<file path="src/sv/gcrb_pkg.sv">
// Shared constants, stage state types and the arctangent table for the range and bearing pipeline.
package gcrb_pkg;

    localparam int CORDIC_STAGES = 24;
    localparam int SQRT_STEPS    = 31;
    localparam int SQRT_TOP      = 2 * (SQRT_STEPS - 1);
    localparam int STEP_W        = 5;

    localparam int LAT_W    = 24;
    localparam int LON_W    = 25;
    localparam int DIST_W   = 19;
    localparam int BRG_W    = 15;
    localparam int RADIUS_W = 13;

    localparam int ANG_W  = 32;
    localparam int ROT_W  = 34;
    localparam int VEC_W  = 35;
    localparam int ROOT_W = 62;
    localparam int TRIG_W = 32;

    localparam logic [RADIUS_W-1:0]    RADIUS_RESET = 13'd6371;
    localparam logic signed [ROT_W-1:0] INV_GAIN    = 34'sd652032874;
    localparam logic [ANG_W-1:0]       HALF_TURN    = 32'h8000_0000;

    typedef struct packed {
        logic signed [ROT_W-1:0] x;
        logic signed [ROT_W-1:0] y;
        logic [ANG_W-1:0]        z;
        logic                    flip;
    } rot_t;

    typedef struct packed {
        logic signed [VEC_W-1:0] x;
        logic signed [VEC_W-1:0] y;
        logic [ANG_W-1:0]        z;
        logic                    zero;
    } vec_t;

    typedef struct packed {
        logic [ROOT_W-1:0] rem;
        logic [ROOT_W-1:0] root;
    } sqrt_t;

    // Arctangent of 2^-i in binary angle units (2^32 per turn).
    function automatic logic [ANG_W-1:0] atan_entry(input logic [STEP_W-1:0] idx);
        logic [ANG_W-1:0] v;
        case (idx)
            5'd0:    v = 32'd536870912;
            5'd1:    v = 32'd316933406;
            5'd2:    v = 32'd167458907;
            5'd3:    v = 32'd85004756;
            5'd4:    v = 32'd42667331;
            5'd5:    v = 32'd21354465;
            5'd6:    v = 32'd10679838;
            5'd7:    v = 32'd5340245;
            5'd8:    v = 32'd2670163;
            5'd9:    v = 32'd1335087;
            5'd10:   v = 32'd667544;
            5'd11:   v = 32'd333772;
            5'd12:   v = 32'd166886;
            5'd13:   v = 32'd83443;
            5'd14:   v = 32'd41722;
            5'd15:   v = 32'd20861;
            5'd16:   v = 32'd10430;
            5'd17:   v = 32'd5215;
            5'd18:   v = 32'd2608;
            5'd19:   v = 32'd1304;
            5'd20:   v = 32'd652;
            5'd21:   v = 32'd326;
            5'd22:   v = 32'd163;
            5'd23:   v = 32'd81;
            5'd24:   v = 32'd41;
            5'd25:   v = 32'd20;
            5'd26:   v = 32'd10;
            5'd27:   v = 32'd5;
            5'd28:   v = 32'd3;
            5'd29:   v = 32'd1;
            5'd30:   v = 32'd1;
            default: v = 32'd0;
        endcase
        return v;
    endfunction

endpackage

</file>
<file path="src/sv/gcrb_sqrt_cell.sv">
// One digit of a restoring integer square root: resolves one result bit per cell.
module gcrb_sqrt_cell (
    input  logic                         clk,
    input  logic                         en,
    input  logic [gcrb_pkg::STEP_W-1:0]  step,
    input  gcrb_pkg::sqrt_t              d,
    output gcrb_pkg::sqrt_t              q
);
    import gcrb_pkg::*;

    sqrt_t             state_reg;
    sqrt_t             state_next;
    logic [ROOT_W-1:0] one_bit;
    logic [ROOT_W-1:0] trial;

    always_comb
    begin
        one_bit = ROOT_W'(1) << (SQRT_TOP - 2 * int'(step));
        trial   = d.root + one_bit;
        if (d.rem >= trial)
        begin
            state_next.rem  = d.rem - trial;
            state_next.root = (d.root >> 1) + one_bit;
        end
        else
        begin
            state_next.rem  = d.rem;
            state_next.root = d.root >> 1;
        end
    end

    always_ff @(posedge clk)
    begin
        if (en)
        begin
            state_reg <= state_next;
        end
    end

    assign q = state_reg;

endmodule

</file>
<file path="config.mk">
export PLATFORM = sky130hd
export DESIGN_NAME = gcrb_sqrt_cell
export DESIGN_NICKNAME = d
export VERILOG_FILES = /design/src/sv/gcrb_pkg.sv /design/src/sv/gcrb_sqrt_cell.sv
export SDC_FILE = /design/constraint.sdc
export NUM_CORES = 1
export LEC_CHECK = 0
export BUFFER_PORTS_ARGS = -buffer_cell sky130_fd_sc_hd__buf_2
export CAP_MARGIN = 40
export CORE_AREA = 3 3 224 138
export CTS_CLUSTER_DIAMETER = 30
export CTS_CLUSTER_SIZE = 24
export DETAILED_ROUTE_END_ITERATION = 10
export DIE_AREA = 0 0 227 141
export PLACE_DENSITY_LB_ADDON = 0.08
export SYNTH_ARGS = -nofsm -noshare
export SYNTH_HDL_FRONTEND = slang
export SYNTH_SLANG_ARGS = --single-unit
</file>
<file path="constraint.sdc">
create_clock -name clk -period 13.3 [get_ports clk]
set_clock_uncertainty 0.05 [all_clocks]
set_input_delay 1.33 -clock clk [delete_from_list [all_inputs] [get_ports clk]]
set_output_delay 1.33 -clock clk [all_outputs]
set_load 0.1 [all_outputs]
</file>
==> Word-level counts from Yosys, hierarchy flattened <==
Cells that the tools add are included.
Widths: inputs -> output; s select.
{ "op_classes": {"add_sub_neg": 4, "multipliers": 0, "n_div": 0, "order_cmp": 1, "eq_ne": 0, "n_shift": 1, "mux": 1, "n_bitwise": 0, "reduce_logical": 0} }
{ "op_table": {"columns": ["cell", "n"], "rows": [
  ["$mux 124", 1],
  ["$add 61x62->62", 1],
  ["$add 62x62->62", 1],
  ["$ge 62x62->1", 1],
  ["$shl 1x32->62 const A", 1],
  ["$sub 62x62->62", 1],
  ["$sub 6x6->7 const A", 1]
]} }
{ "totals": {"reg_bits": 124, "latch_bits": 0, "mem_bits_rw": 0, "rom_bits": 0, "in_bits": 131, "out_inout_bits": 124, "elab_cells": 10, "n_memories": 0} }

==> Logic depth before layout (Yosys ltp) <==
{ "depth": {"word_depth": 5, "depth_mapped": 34, "depth_no_buf": 29} }

==> Worst setup path before layout <==
No wires, ideal clock.
{ "synth_path": {"path_type": "input -> register", "startpoint": "in step[0] (netlist bit)", "endpoint": "reg state_reg, in the netlist q[58], data pin", "setup_time_ns": 0.262, "arrival_ns": 7.073, "required_time_ns": 12.988, "path_slack_ns": 5.915, "stages": 30, "n_path_buf": 4, "path_cell_list": "ha_1 buf_6 a21o_1 and4_1 buf_2 nor2_1 nor2_1 ha_1 a31oi_1 nor2_1 o21a_1 maj3_1 a31oi_2 o41a_1 o21bai_4 a31oi_4 or2_1 nand2b_1 xnor2_1 ha_1 nand2_1 nor3_1 nand3_1 nor3_1 a211oi_1 a211oi_1 nor2_2 buf_2 buf_2 mux2_1"} }
{ "synth_lines": {"columns": ["item", "line", "text"], "rows": [
  ["start: declaration", "gcrb_sqrt_cell.sv:5", "input logic [gcrb_pkg::STEP_W-1:0] step,"],
  ["end signal: assignment", "gcrb_sqrt_cell.sv:36", "state_reg <= state_next;"],
  ["end: declaration", "gcrb_sqrt_cell.sv:11", "sqrt_t state_reg;"]
]} }

==> qor.yml <==
outcome:
  status: "completed"
synthesis:
  synth_seq_cells: 124
  yosysWarnings: 0
  synthTopCellsByArea: "edfxtp_1, ha_1, xnor2_1"
  yosysUniqueCellTypes: 96
  synth-edff-count: 124
  yosysTopAreaCell: "edfxtp_1"
  synth.top_cell.area_share_pct: 25.7
  netlist_area_um2: 14500
  async_flop_share_pct: 0
  syn-mean-instance-area_um2: 8.05
  synth_cells: 1798
  ys.flop_type: "edfxtp_1"
  syn_nets: 2037
  ys_seq_area_share_pct: 25.7
worst_setup_path:
  endpoint_kind: "flip-flop"
  cp_slowest_stage_delay_ps: 780
  required_ps: 13450
  cp_slowest_cell: "buf_4"
  criticalPathCategory: "in -> reg"
  cp_max_fo: 99
  worst_setup_path_start_kind: "input pin"
  cp.arrival_ps: 9830
drt:
  postRouteAntennaNets: 0
  wl_um: 52500
  dr.pass1.iters: 5
  wl_per_cell_um: 22.1
  drc: 0
  num_vias: 14943
  via_per_inst: 6.30
  drt_iter0_drc: 1819
sta:
  rsz0062_at_grt: "false"
  final.setup.tns_ps: 0
  period_share_pct: 72.8
  finalSetupViolations: 0
  slew_headroom_pct: 38.1
  fmax_mhz: 103
  fin_crit_ps: 9680
  worst_slew_pin_slew_ps: 929
  final_hold_viol_count: 0
  slew_violations: 0
layout:
  drive_above_1_share_pct: 18.0
  final_util_pct: 57.2
  area_growth_pct: 13.6
  nets: 2221
  largest_reg_flops: 124
power:
  intPower_uw: 982
  swShare_pct: 48.4
  p_sw_uw: 919
  seqPwrFrac_pct: 26.9
  ir_worst_vdd_mv: 0.0956
  comb_power_share_pct: 48.6
  power_density_nw_per_um2: 116
  power_frac_clock_pct: 24.5
  power.leakage_uw: 0.00671
cts:
  numCtsBuffers: 17
  ctsHoldBuffers: 0
  cts_htree_levels: 4
  cts_tree: "yes"
  cts_resized: 0
  clockRootBuffer: "clkbuf_16"
  clkTransAtPathRegs_ps: 70
  postCtsSetupRepairBufs: 0
  cts_buffer_depth: 2
  cts.sinks: 124
min_path:
  min_path_type: "in -> reg"
  min_from: "d[119]"
  whs_path_depth: 3
  holdPathEnd: "q[119]"
floorplanning:
  rows: 48
  start_util_pct: 50.3
  die_h_um: 141
  die_area_um2: 32000
  die_x_um: 227
  io_pins: 255
  core_um2: 28800
global_route:
  grt.overflow.total: 0
  grt_pass1_vias: 12942
  grt_use_total_pct: 32.0
  grt_antenna_before_repair: 2
  grt_max_degree: 100
  grt_pass1_wl_um: 78400
placed_design:
  gp_congestion: 0.995
  port_buffers: 254
  hpwlAfterDp_um: 42700
flow_run:
  maxCapViolations: 0
[stage by stage]
stage / instance area, um2 / power [uW] / setup WS (ps) / hold WS (ps) / instances
floorplan: 14500 / 1230 / 5920 / 1390 / 1798
global placement: 15800 / 1420 / 3570 / 1580 / 2337
detailed placement: 15900 / 1420 / 3350 / 1590 / 2338
CTS: 16400 / 1890 / 3800 / 1110 / 2370
global route: 16400 / 1980 / 3030 / 1140 / 2372
finish: 16400 / 1900 / 3620 / 1130 / 2372
[area by class of cell]
class	count	area, um2
fillers	2668	12300
clock inverters	12	123
diodes	2	5.00
inverters	41	154
flip-flops and latches	124	3720
multi-input cells	1538	10200
clock buffers	20	437
well taps	375	469
repair buffers	260	1340
[kinds of logic after synthesis]
| family | synth area share, % |
|---|---|
| and+or+nand+nor | 21.3 |
| buffers and inverters | 3.93 |
| AOI/OAI and AO/OA | 26.5 |
| muxes | 0.916 |
| DFF | 25.7 |
| xor gates and xnor gates | 11.8 |
| adders and majority gates | 9.73 |
[cell usage after synthesis (all sizes together), types with 5 or more instances]
cell type,number
maj3,5
or3,8
xor2,83
nor2b,18
a41oi,7
o211ai,5
a31oi,55
o21a,8
nand2,203
edfxtp,124
nor3b,7
nand4,46
o31a,7
a31o,15
o31ai,16
and4,7
nor4,14
a21oi,128
nor2,146
and3,29
o41ai,6
nand3,51
inv,41
buf,21
nand3b,5
a21boi,5
o22ai,9
and2,14
nor3,25
nand2b,20
or2,16
a21o,57
xnor2,108
clkbuf,74
o21bai,32
a211oi,14
o21ai,190
ha,107
mux2,10
[metal layers]
metal  wire length [um]  track usage (%)  part of all wire [%]  up-vias
li1                   -                -                     -     7067
met1              27300             55.4                    52     6891
met2              17400             36.2                    33      924
met3               7070             9.53                    13       61
met4                796             6.43                   1.5        0
met5                  0                0                     0        -
[power groups by stage]
| stage | Clock [uW] | Sequential, uW | Combinational [uW] |
|---|---|---|---|
| after floorplan | 0 | 880 | 348 |
| after global placement | 0 | 518 | 905 |
| after detailed placement | 0 | 518 | 905 |
| after CTS | 474 | 511 | 908 |
| after global routing | 487 | 515 | 975 |
| final | 466 | 511 | 924 |
[worst max-delay path: cells and delay by family]
kind,cells,cell delay [ps]
XOR/XNOR,2,840
multiplexers,1,430
AO/OA/AOI/OAI,13,2680
adder cells (fa/ha/maj),4,1500
AND/OR/NAND/NOR,6,1670
buffers and inverters,3,1250
[worst max-delay path by stage]
stage	from	end	cells after the start
floorplan	step[0]	q[58]	30
global placement	step[0]	q[109]	28
detailed placement	step[0]	q[111]	29
CTS	step[0]	q[111]	29
global route	step[0]	q[111]	29
finish	step[0]	q[111]	29
[cells in the final DEF (no fill, tap or decap), types with 18 or more instances in the layout]
cell type and n:
xor2_1 82, nor2b_1 18, nor3_1 24, ha_1 107, a31oi_1 53, edfxtp_1 124
o21ai_0 165, a21o_1 57, buf_2 253, o21ai_1 20, nand2_1 203, a21oi_1 128
nand4_1 46, nor2_1 142, and3_1 29, xnor2_1 105, inv_1 40, o21bai_1 31
nand3_1 49, nand2b_1 20
Power figures use the tool's default switching activity.
