**src/sv/gcrb_pkg.sv**
```systemverilog
// Shared constants, stage state types and the arctangent table for the range and bearing pipeline.
package gcrb_pkg;

    localparam int CORDIC_STAGES = 24;
    localparam int SQRT_STEPS    = 31;
    localparam int SQRT_TOP      = 2 * (SQRT_STEPS - 1);
    localparam int STEP_W        = 5;

    localparam int LAT_W    = 24;
    localparam int LON_W    = 25;
    localparam int DIST_W   = 19;
    localparam int BRG_W    = 15;
    localparam int RADIUS_W = 13;

    localparam int ANG_W  = 32;
    localparam int ROT_W  = 34;
    localparam int VEC_W  = 35;
    localparam int ROOT_W = 62;
    localparam int TRIG_W = 32;

    localparam logic [RADIUS_W-1:0]    RADIUS_RESET = 13'd6371;
    localparam logic signed [ROT_W-1:0] INV_GAIN    = 34'sd652032874;
    localparam logic [ANG_W-1:0]       HALF_TURN    = 32'h8000_0000;

    typedef struct packed {
        logic signed [ROT_W-1:0] x;
        logic signed [ROT_W-1:0] y;
        logic [ANG_W-1:0]        z;
        logic                    flip;
    } rot_t;

    typedef struct packed {
        logic signed [VEC_W-1:0] x;
        logic signed [VEC_W-1:0] y;
        logic [ANG_W-1:0]        z;
        logic                    zero;
    } vec_t;

    typedef struct packed {
        logic [ROOT_W-1:0] rem;
        logic [ROOT_W-1:0] root;
    } sqrt_t;

    // Arctangent of 2^-i in binary angle units (2^32 per turn).
    function automatic logic [ANG_W-1:0] atan_entry(input logic [STEP_W-1:0] idx);
        logic [ANG_W-1:0] v;
        case (idx)
            5'd0:    v = 32'd536870912;
            5'd1:    v = 32'd316933406;
            5'd2:    v = 32'd167458907;
            5'd3:    v = 32'd85004756;
            5'd4:    v = 32'd42667331;
            5'd5:    v = 32'd21354465;
            5'd6:    v = 32'd10679838;
            5'd7:    v = 32'd5340245;
            5'd8:    v = 32'd2670163;
            5'd9:    v = 32'd1335087;
            5'd10:   v = 32'd667544;
            5'd11:   v = 32'd333772;
            5'd12:   v = 32'd166886;
            5'd13:   v = 32'd83443;
            5'd14:   v = 32'd41722;
            5'd15:   v = 32'd20861;
            5'd16:   v = 32'd10430;
            5'd17:   v = 32'd5215;
            5'd18:   v = 32'd2608;
            5'd19:   v = 32'd1304;
            5'd20:   v = 32'd652;
            5'd21:   v = 32'd326;
            5'd22:   v = 32'd163;
            5'd23:   v = 32'd81;
            5'd24:   v = 32'd41;
            5'd25:   v = 32'd20;
            5'd26:   v = 32'd10;
            5'd27:   v = 32'd5;
            5'd28:   v = 32'd3;
            5'd29:   v = 32'd1;
            5'd30:   v = 32'd1;
            default: v = 32'd0;
        endcase
        return v;
    endfunction

endpackage

```
**src/sv/gcrb_vec_cell.sv**
```systemverilog
// One vectoring-mode CORDIC cell: drives y toward zero and accumulates the angle.
module gcrb_vec_cell (
    input  logic                         clk,
    input  logic                         en,
    input  logic [gcrb_pkg::STEP_W-1:0]  step,
    input  gcrb_pkg::vec_t               d,
    output gcrb_pkg::vec_t               q
);
    import gcrb_pkg::*;

    vec_t                    state_reg;
    vec_t                    state_next;
    logic signed [VEC_W-1:0] x_in;
    logic signed [VEC_W-1:0] y_in;
    logic signed [VEC_W-1:0] dx;
    logic signed [VEC_W-1:0] dy;
    logic [ANG_W-1:0]        at;

    always_comb
    begin
        x_in = d.x;
        y_in = d.y;
        dx   = y_in >>> step;
        dy   = x_in >>> step;
        at   = atan_entry(step);
        state_next.zero = d.zero;
        if (y_in > 0)
        begin
            state_next.x = x_in + dx;
            state_next.y = y_in - dy;
            state_next.z = d.z + at;
        end
        else
        begin
            state_next.x = x_in - dx;
            state_next.y = y_in + dy;
            state_next.z = d.z - at;
        end
    end

    always_ff @(posedge clk)
    begin
        if (en)
        begin
            state_reg <= state_next;
        end
    end

    assign q = state_reg;

endmodule

```
**config.mk**
```make
export PLATFORM = sky130hd
export DESIGN_NAME = gcrb_vec_cell
export DESIGN_NICKNAME = d
export VERILOG_FILES = /design/src/sv/gcrb_pkg.sv /design/src/sv/gcrb_vec_cell.sv
export SDC_FILE = /design/constraint.sdc
export NUM_CORES = 1
export LEC_CHECK = 0
export ABC_AREA = 0
export BUFFER_PORTS_ARGS = -buffer_cell sky130_fd_sc_hd__buf_2
export CORE_MARGIN = 2
export CORE_UTILIZATION = 51
export CTS_BUF_LIST = sky130_fd_sc_hd__clkbuf_8
export DETAILED_ROUTE_END_ITERATION = 6
export GPL_TIMING_DRIVEN = 0
export PLACE_DENSITY = 0.8
export SYNTH_ARGS = -nofsm -noshare
export SYNTH_HDL_FRONTEND = slang
export SYNTH_SLANG_ARGS = --single-unit
export TNS_END_PERCENT = 1
```
**constraint.sdc**
```tcl
create_clock -name clk -period 6.41 [get_ports clk]
set_clock_uncertainty 0.05 [all_clocks]
set_input_delay 0.641 -clock clk [delete_from_list [all_inputs] [get_ports clk]]
set_output_delay 0.641 -clock clk [all_outputs]
set_load 0.01 [all_outputs]
```
Word level (Yosys, flattened, before mapping)
Memory sizes are Yosys's and may differ from the RTL's.
Cells that the tools add are included.
{"block": "word_totals", "ff_bits": 103, "romBits": 960, "output_inout_bits": 103, "elab_cells": 15, "n_memories": 1}
{"memory": "(no name shown)", "words": 32, "word_bits": 30, "rd": 1, "rd_clocked_by_memory_dff": 0, "wr": 0, "line_no": "gcrb_pkg.sv:47", "source": "case (idx)"}
{"block": "classes", "add_sub_neg": 6, "magnitude_cmp": 1, "shifts": 2, "n_mux": 1}
{"op": "$mux W102", "n": 1}
{"op": "$add A35 B35 Y35", "n": 2}
{"op": "$sshr A35 B5 Y35", "n": 2}
{"op": "$sub A35 B35 Y35", "n": 2}
{"op": "$gt A35 B1 Y1 const B", "n": 1}
{"op": "$add A32 B32 Y32", "n": 1}
{"op": "$sub A32 B32 Y32", "n": 1}

Longest topological paths before layout
{"block": "depth", "depth_word": 3, "depth_mapped": 32, "mapped_depth_nobuf": 23}

Worst setup path before layout
Ideal clock, no wire load.
{"block": "synth_path", "path_type": "input to register", "from": "input step[4] (netlist name)", "to": "register state_reg, in the netlist q[102], data pin", "setup_ns": 0.262, "t_arrival_ns": 6.152, "setup_slack_ns": -0.054, "cell_stages": 30, "path_buffers": 10, "cell_sequence": "clkbuf_1 > clkbuf_1 > buf_2 > buf_2 > buf_2 > buf_2 > clkbuf_1 > clkbuf_1 > buf_1 > a211oi_1 > a21oi_1 > ha_1 > nand3_1 > or4_1 > nor2_1 > a31oi_1 > xnor2_1 > o21ai_0 > ha_1 > clkbuf_1 > nand4_1 > nor4_1 > a22oi_1 > o211ai_1 > o21ai_0 > a21boi_0 > o21ai_0 > a21oi_1 > a211oi_1 > xnor2_1"}
{"item": "start, declared", "line_no": "gcrb_vec_cell.sv:5", "source": "input logic [gcrb_pkg::STEP_W-1:0] step,"}
{"item": "end signal, assigned", "line_no": "gcrb_vec_cell.sv:45", "source": "state_reg <= state_next;"}
{"item": "end, declared", "line_no": "gcrb_vec_cell.sv:11", "source": "vec_t state_reg;"}

==> run summary <==
failing checks - DRC, setup timing
drt first-iter violations - 2855
Slew Viols, Final - 0
Layout area overhead - 19.39%
Syn Area/Cell - 8.756 um2
CTS Sinks - 103
# IOs - 213
Pleak - 0.007940 uW
total routed wirelength - 85.30 mm
Num CTS Buffers - 9
largest net degree at the start of global routing - 67
CTS tree - yes
estimated wirelength of the detail-placed design - 64.07 mm
root buffer cell - clkbuf_8
ys flop type - edfxtp_1
CP top delay family - compound AO/OA/AOI/OAI gates
crit path max fanout - 10
Synth Area in XOR/XNOR - 9.040%
multi-input logic area - 13140 um2
number of H-tree levels - 3
VDD IR max - 159.6 uV
ys async rst share - 0%
antenna-violating nets left - 0
Final GP Congestion - 1.193
Die W - 183.7 um
hold slack - 0.3424 ns
max reg flops - 103
CP cell instances - buf_2 -> clkbuf_1 -> nor4_2 -> nand4_1 -> nor3_2 -> nor2_1 -> clkbuf_2 -> buf_1 -> o21ai_1 -> xnor2_1 -> ha_1 -> and2_1 -> a221oi_2 -> o211ai_1 -> a21oi_2 -> a21oi_2 -> a31o_2 -> a2111o_1 -> a31o_2 -> a31oi_2 -> xnor2_1
EDFF count, synth - 103
Final Util - 61.99%
maximum clock frequency - 154.0 MHz
Worst Path Buf+Inv - 4
worst-margin pin slew - 1.218 ns
main combinational cell family by area after synthesis - compound AO/OA/AOI/OAI gates
nets@finish - 2364
Finish-stage setup viols - 4
Seq/Total Area, Yosys - 18.78%
clock-pin slew on the worst setup and hold paths - 0.11 ns
Worst Hold Class - in -> reg
Ys Warns - 0
Arr. time, crit path - 6.66 ns
max incr delay on CP - 0.79 ns
diode count - 0
Port Buffers - 210
Die Y - 183.7 um
compound-gate portion of the synthesized area - 23.41%
share of the synthesized area in the top cell type - 18.78%
outcome - complete, but fails checks
Wirelength per Cell - 33.45 um
DRC violations left - 1
GR Overflow Total - 0
#FFs+latches synth - 103
syn nets - 2101
Max-Cap Viols - 0
RSZ-0062 raised after global routing - true
Core Footprint - 31720 um2
Post-Synth Adder-Cell Area - 8.494%
via count - 18775
All-Layer GR Usage - 49.65%
post-synthesis cell area - 16470 um2
top cells by area, synth - edfxtp_1, mux4_2, ha_1, xnor2_1, a21oi_1
synth unique cells - 93
fin crit share - 101.3%
post-synthesis simple-gate area fraction - 15.89%
final setup margin - -0.08475 ns
critical path class - in -> reg
dpl ws - -3.463 ns
flip-flop and latch area - 3093 um2
largest area contributor in the netlist - edfxtp_1
die area - 33750 um2
CP Capture Type - flip-flop
startpoint type of the worst setup path - primary input
layout cells sized above 1 - 28.58%
vias in the first global route - 17861
fill cell count - 2685
Slowest-stage cell, CP - buf_1
multiplexer area fraction after synthesis - 19.05%
clk buf depth - 2
gate count after technology mapping - 1881
drt pass-1 iters - 7
effective utilization at floorplan - 51.93%
worst endpoint required time - 6.57 ns
first-pass GRT wire length - 120.4 mm
DR vias/cell - 7.363
Hold Vio Cnt, Final - 0
Rows - 65
Slew headroom - 18.49%
min Tclk post-route - 6.495 ns
P per Cell Area - 205.6 nW/um2
antenna violations before repair - 0
==> cells in the mapped netlist (all sizes together) (54+ instances only) <==
master	n
a21oi	156
buf	75
edfxtp	103
ha	107
inv	54
mux2i	66
mux4	90
nand2	162
nor2	152
o21ai	126
xnor2	106
xor2	64
==> cell families (layout without fill, tap and decap cells) <==
family | Yosys count | after routing
adders and majority gates | 110 | 110
AOI/OAI and AO/OA | 586 | 586
muxes | 193 | 193
buffers and inverters | 180 | 447
DFF | 103 | 103
xor gates and xnor gates | 170 | 170
and+or+nand+nor | 539 | 539
==> area by class of cell <==
type                    instances  share of cell area, %
multi-input cells            1598                  66.84
inverters                      55                  1.063
flip-flops and latches        103                  15.73
clock inverters                 6                 0.1909
clock buffers                   9                 0.6300
well taps                     402                  2.558
plain buffers                 120                  5.638
repair buffers                257                  7.350
==> layer usage <==
metal / global-route usage, % / share of wire [%] / wire length [um] / vias to the layer above
met1: 60.33 / 36 / 30560 / 8964
met3: 19.16 / 14 / 12350 / 443
met4: 33.18 / 8.4 / 7144 / 2
met2: 72.82 / 41 / 35200 / 1627
met5: 0.5926 / 0.045 / 38 / -
li1: - / - / - / 7739
==> power by group <==
part,internal [uW],total [uW],switching [uW]
Combinational,1030,2610,1580
Clock,138,398,260
Sequential,996,1040,42.6
==> per-stage QoR <==
stage	TNS [ns]	std cells	power [uW]	instance area [um2]
3_5_place_dp	-113.73	2495	3343	18070
6_report	-0.1659	2550	4042	19660
4_1_cts	-0.06949	2521	3825	18870
5_1_grt	-0.1761	2550	4211	19660
2_1_floorplan	0	1881	2563	16470
3_3_place_gp	-107.91	2493	3271	18020
==> worst paths after layout <==
path / from / cells past startpoint / to
max: d[66] / 21 / q[61]
min: d[0] / 1 / q[0]
==> repair_timing <==
item	4_1_cts	5_1_grt
endpoints found under the setup margin	71	36
resized for setup	157	142
buffers inserted	14	31
hold buffers	0	0
pin swaps	15	31
hold endpoints to repair	0	0
cloned	0	0
==> cell usage in the layout, fill, tap and decap left out, drive strengths merged, types with 19 or more instances in the layout <==
cell,instances
nor2,152
ha,107
a21oi,156
o21ai,126
inv,55
xnor2,106
nand2b,33
buf,326
xor2,64
a211oi,28
o21bai,19
and2,20
mux2i,66
a31oi,25
nor3,35
clkbuf,59
o22ai,24
nand3,35
a21o,40
mux4,90
nand2,162
mux2,37
edfxtp,103
(Power assumes the default switching activity.)
