$ cat src/sv/gcrb_pkg.sv
// Shared constants, stage state types and the arctangent table for the range and bearing pipeline.
package gcrb_pkg;

    localparam int CORDIC_STAGES = 24;
    localparam int SQRT_STEPS    = 31;
    localparam int SQRT_TOP      = 2 * (SQRT_STEPS - 1);
    localparam int STEP_W        = 5;

    localparam int LAT_W    = 24;
    localparam int LON_W    = 25;
    localparam int DIST_W   = 19;
    localparam int BRG_W    = 15;
    localparam int RADIUS_W = 13;

    localparam int ANG_W  = 32;
    localparam int ROT_W  = 34;
    localparam int VEC_W  = 35;
    localparam int ROOT_W = 62;
    localparam int TRIG_W = 32;

    localparam logic [RADIUS_W-1:0]    RADIUS_RESET = 13'd6371;
    localparam logic signed [ROT_W-1:0] INV_GAIN    = 34'sd652032874;
    localparam logic [ANG_W-1:0]       HALF_TURN    = 32'h8000_0000;

    typedef struct packed {
        logic signed [ROT_W-1:0] x;
        logic signed [ROT_W-1:0] y;
        logic [ANG_W-1:0]        z;
        logic                    flip;
    } rot_t;

    typedef struct packed {
        logic signed [VEC_W-1:0] x;
        logic signed [VEC_W-1:0] y;
        logic [ANG_W-1:0]        z;
        logic                    zero;
    } vec_t;

    typedef struct packed {
        logic [ROOT_W-1:0] rem;
        logic [ROOT_W-1:0] root;
    } sqrt_t;

    // Arctangent of 2^-i in binary angle units (2^32 per turn).
    function automatic logic [ANG_W-1:0] atan_entry(input logic [STEP_W-1:0] idx);
        logic [ANG_W-1:0] v;
        case (idx)
            5'd0:    v = 32'd536870912;
            5'd1:    v = 32'd316933406;
            5'd2:    v = 32'd167458907;
            5'd3:    v = 32'd85004756;
            5'd4:    v = 32'd42667331;
            5'd5:    v = 32'd21354465;
            5'd6:    v = 32'd10679838;
            5'd7:    v = 32'd5340245;
            5'd8:    v = 32'd2670163;
            5'd9:    v = 32'd1335087;
            5'd10:   v = 32'd667544;
            5'd11:   v = 32'd333772;
            5'd12:   v = 32'd166886;
            5'd13:   v = 32'd83443;
            5'd14:   v = 32'd41722;
            5'd15:   v = 32'd20861;
            5'd16:   v = 32'd10430;
            5'd17:   v = 32'd5215;
            5'd18:   v = 32'd2608;
            5'd19:   v = 32'd1304;
            5'd20:   v = 32'd652;
            5'd21:   v = 32'd326;
            5'd22:   v = 32'd163;
            5'd23:   v = 32'd81;
            5'd24:   v = 32'd41;
            5'd25:   v = 32'd20;
            5'd26:   v = 32'd10;
            5'd27:   v = 32'd5;
            5'd28:   v = 32'd3;
            5'd29:   v = 32'd1;
            5'd30:   v = 32'd1;
            default: v = 32'd0;
        endcase
        return v;
    endfunction

endpackage

$ cat src/sv/gcrb_rot_cell.sv
// One rotation-mode CORDIC cell: a single micro-rotation toward a zero residual angle.
module gcrb_rot_cell (
    input  logic                         clk,
    input  logic                         en,
    input  logic [gcrb_pkg::STEP_W-1:0]  step,
    input  gcrb_pkg::rot_t               d,
    output gcrb_pkg::rot_t               q
);
    import gcrb_pkg::*;

    rot_t                    state_reg;
    rot_t                    state_next;
    logic signed [ROT_W-1:0] x_in;
    logic signed [ROT_W-1:0] y_in;
    logic signed [ROT_W-1:0] dx;
    logic signed [ROT_W-1:0] dy;
    logic [ANG_W-1:0]        at;

    always_comb
    begin
        x_in = d.x;
        y_in = d.y;
        dx   = y_in >>> step;
        dy   = x_in >>> step;
        at   = atan_entry(step);
        state_next.flip = d.flip;
        if (d.z[ANG_W-1])
        begin
            state_next.x = x_in + dx;
            state_next.y = y_in - dy;
            state_next.z = d.z + at;
        end
        else
        begin
            state_next.x = x_in - dx;
            state_next.y = y_in + dy;
            state_next.z = d.z - at;
        end
    end

    always_ff @(posedge clk)
    begin
        if (en)
        begin
            state_reg <= state_next;
        end
    end

    assign q = state_reg;

endmodule

$ cat config.mk
export PLATFORM = sky130hd
export DESIGN_NAME = gcrb_rot_cell
export DESIGN_NICKNAME = d
export VERILOG_FILES = /design/src/sv/gcrb_pkg.sv /design/src/sv/gcrb_rot_cell.sv
export SDC_FILE = /design/constraint.sdc
export NUM_CORES = 1
export LEC_CHECK = 0
export BUFFER_PORTS_ARGS = -buffer_cell sky130_fd_sc_hd__buf_2
export CORE_ASPECT_RATIO = 0.75
export CORE_MARGIN = 5
export CORE_UTILIZATION = 35
export CTS_BUF_LIST = sky130_fd_sc_hd__clkbuf_16
export DETAILED_ROUTE_END_ITERATION = 10
export PLACE_DENSITY_LB_ADDON = 0.2
export SKIP_LAST_GASP = 1
export SYNTH_ARGS = -nofsm -noshare
export SYNTH_HDL_FRONTEND = slang
export SYNTH_SLANG_ARGS = --single-unit
$ cat constraint.sdc
create_clock -name clk -period 17.57 [get_ports clk]
set_input_delay 0 -clock clk [delete_from_list [all_inputs] [get_ports clk]]
set_output_delay 0 -clock clk [all_outputs]
set_load 0.05 [all_outputs]
# == Word-level counts from Yosys, hierarchy flattened ==
# Memories as Yosys holds them, arrays and structs flattened.
# Cells that the tools add are included.
# totals
ff_bits,101
romBits,960
inputBits,108
output_inout_bits,101
elab_cells,14
mem_count,1
# op_classes
add_sub_neg,6
shift,2
mux,1
# memory_table
name,depth,word_bits,read_ports,rd_clocked_by_memory_dff,write_ports,line,text
(name not given),32,30,1,0,0,gcrb_pkg.sv:47,case (idx)
# ops
operator,n
100-bit 2-to-1 mux,1
34-bit adder,2
34-bit by 5-bit >>> shifter with 34-bit output,2
34-bit subtractor,2
32-bit adder,1
32-bit subtractor,1

# == Logic depth before layout (Yosys ltp) ==
# logic_depth
word_depth,3
depth_mapped,30
depth_no_buf,24

# == Worst setup path before layout ==
# OpenSTA, ideal clock, no wires.
# synth_path
path_type,input to register
from,input step[1] in the netlist's numbering
to,"register state_reg, in the netlist q[32] (data pin)"
setup_time_ps,264
t_arrival_ps,5381
required_time_ps,17306
setup_slack_ps,11925
cell_stages,27
n_path_buf,4
cell_sequence,buf_2 clkinv_1 buf_2 buf_1 clkbuf_1 ha_1 nor2b_1 inv_1 a21oi_1 nor3_1 ha_1 nand2_1 nor3b_1 nor3b_1 nor2_1 xnor2_1 ha_1 a21oi_1 o21ai_0 a21o_1 a21oi_1 o21a_1 o211ai_1 a2111oi_0 o31ai_1 a21oi_1 xor2_1
# synth_lines
item,line,text
from (decl),gcrb_rot_cell.sv:5,"input logic [gcrb_pkg::STEP_W-1:0] step,"
to (signal assigned),gcrb_rot_cell.sv:45,state_reg <= state_next;
to (decl),gcrb_rot_cell.sv:11,rot_t state_reg;

==> flow_metrics.py <==
metrics = {
    "outcome": {
        "status": "complete, no violations",
    },
    "global_route": {
        "grt_pass1_wl_mm": 81.7,
        "grt_pass1_vias": 13600,
        "grt_util_all_layers": 0.224,
        "overflow": 0,
        "antenna_found_initial": 5,
        "grt_max_degree": 78,
    },
    "synth": {
        "yosysTopAreaCellShare": 0.204,
        "ys_seq_area_frac": 0.204,
        "synth_area_per_cell_um2": 8.92,
        "async_reset_ff_frac": 0,
        "ys_types": 91,
        "ys.flop_type": "edfxtp_1",
        "synth_cells": 1662,
        "synth_fa_ha_area_frac": 0.0952,
        "syn_area_um2": 14800,
        "synth_top_family_by_area": "compound AO/OA/AOI/OAI gates",
        "synthSimpleGateAreaFrac": 0.152,
        "synth_compound_area_frac": 0.230,
        "yosys_warnings": 0,
        "synthTopCellsByArea": "edfxtp_1 20%, mux4_2 9.4%, ha_1 9.1%",
        "synth_xor_area_frac": 0.103,
        "muxShareOfSynthArea": 0.166,
        "yosys-top-cells-count": "165 x a21oi_1, 136 x nor2_1, 135 x nand2_1",
        "yosys.area.top_type": "edfxtp_1",
        "synth-seq-cells": 101,
        "synth_most_common_cell": "a21oi_1",
        "synth_fp_nets": 1881,
        "synth_edf_count": 101,
    },
    "floorplan": {
        "coreArea_um2": 42000,
        "die-area_um2": 46600,
        "die_x_um": 248,
        "die-height_um": 188,
        "rows": 65,
        "ios": 209,
        "initial_core_util": 0.353,
    },
    "setup_path": {
        "crit_path_end": "q[66]",
        "crit_path_top_delay_cell": "buf_4",
        "worstPathRequired_ps": 17720,
        "cp_num_cells": 23,
        "path_cells": "buf_4, buf_4, mux4_2, mux2_2, nand2_1, o21ai_0, a21oi_1, ha_1, inv_1, or4_1, nor3_2, nor2b_1, a21oi_1, xnor2_1, ha_1, nand2_1, or3_1, o21ai_0, a31o_2, a211oi_1, o21bai_1, a21oi_1, xnor2_1",
        "cp_slowest_stage_delay_ps": 760,
        "critPathMaxFanout": 77,
        "startpoint": "step[2]",
        "worst_setup_path_end_kind": "register",
        "path_class": "primary input to register",
        "critical_path.most_common_cell": "a21oi_1",
        "crit_arrival_ps": 6600,
        "start_kind": "primary input",
        "critical-path-top-delay-family": "compound AO/OA/AOI/OAI gates",
        "worst-path-buf-inv": 3,
    },
    "routing": {
        "dr.first_iter.drc_count": 1186,
        "wire_per_inst_um": 22.4,
        "drc": 0,
        "drtPass1Iterations": 8,
        "post_drt_via_cell_ratio": 5.83,
        "drtAntennaViolNets": 0,
        "dr_total_vias": 13900,
        "wirelength_mm": 53.4,
    },
    "clocking": {
        "htree_num_levels": 3,
        "post_cts_buffers": 0,
        "cts_buffers": 9,
        "cts_buffer_depth": 2,
        "tritoncts": "done",
        "cts_root_buffer": "clkbuf_16",
        "clock_sinks": 101,
        "clkTransAtPathRegs_ps": 70,
        "post_cts_resized": 0,
    },
    "place": {
        "port_buffers": 208,
        "dp.cells": 2368,
        "place.gp.congestion": 0.998,
        "dp_hpwl_mm": 42.1,
    },
    "power_and_ir_drop": {
        "cellPowerDensity_nw_per_um2": 92.4,
        "power.leakage_nw": 6.75,
        "irDropWorstVdd_mv": 0.0642,
    },
    "final_layout": {
        "drive_gt1_frac": 0.199,
        "layout.nets": 2034,
        "area_delta_synth_final_pct": 11.3,
        "final_cells": 2389,
        "largest_reg_flops": 101,
    },
    "sta": {
        "period_share": 0.367,
        "relSlewSlack": 0.235,
        "drv_slew": 0,
        "final-setup-viol-count": 0,
        "hold_violations": 0,
        "post-route-min-period_ps": 6450,
        "rsz0062_at_grt": "false",
        "fmax_ghz": 0.155,
        "setup_tns_ps": 0,
        "tightest_slew_ps": 1140,
    },
    "job": {
        "cap_violations": 0,
    },
    "worst_hold_path": {
        "hold_class": "primary input to register",
    },
}
-- metal layers --
metal,part of all wire,vias up,global-route usage
li1,-,6630,-
met1,0.45,6748,0.310
met2,0.45,474,0.352
met3,0.070,72,0.0501
met4,0.027,6,0.0646
met5,0.00045,-,0
-- how the worst min path moves through the flow --
stage               startpoint  endpoint  slack (ps)  cells past startpoint
floorplan                 d[0]      q[0]         100                      0
detailed placement        d[0]      q[0]         190                      1
global route             d[33]     q[33]          90                      4
finish                   d[31]     q[31]          70                      3
CTS                      d[31]     q[31]          50                      3
global placement          d[0]      q[0]         180                      1
-- stage by stage --
stage          total power [mW]  utilization  hold WS, ps  setup slack [ps]  instance area [µm²]
6_report                   1.53        0.394         74.4             11120                16500
4_1_cts                    1.54        0.393         51.4             11200                16500
5_1_grt                    1.63        0.394         89.9             10770                16500
3_3_place_gp               1.32        0.386          177             10840                16200
2_1_floorplan              1.10            -         98.9             11930                14800
3_5_place_dp               1.32        0.386          186             10770                16200
-- final cells by class --
class                   instances  area [µm²]
fillers                      4371       25500
multi-input cells            1423       11100
flip-flops and latches        101        3030
repair buffers                232        1240
well taps                     569         712
clock buffers                   9         225
inverters                      48         180
clock inverters                 6        55.1
diodes                          1        2.50
-- layout by cell type (no fill, tap or decap), types with 53 or more instances in the layout --
| master | count |
|---|---|
| o21ai_0 | 91 |
| ha_1 | 108 |
| a21oi_1 | 165 |
| mux4_2 | 62 |
| buf_2 | 205 |
| xnor2_1 | 121 |
| edfxtp_1 | 101 |
| nand2_1 | 135 |
| xor2_1 | 53 |
| nor2_1 | 136 |
-- power by group --
part,internal [mW],switching (mW),leakage [nW]
clock,0.108,0.0966,0.136
combinational,0.316,0.631,5.62
sequential,0.360,0.0150,0.989
-- repair_timing --
| action | in CTS | in global routing |
|---|---|---|
| hold buffers | 5 | 0 |
| hold endpoints to repair | 5 | 0 |
| setup endpoints to repair | 0 | 0 |
-- kinds of logic after synthesis --
family,Yosys count
flops,101
xor+xnor,174
mux,149
fa+ha+maj,111
compound gates,524
buf+inv,138
simple gates,465
-- tightest hold or removal path, delay by kind of cell --
family	cells	cell delay [ps]
buf+inv	1	80
xor+xnor	1	120
fa+ha+maj	1	160
Power figures use the tool's default switching activity.
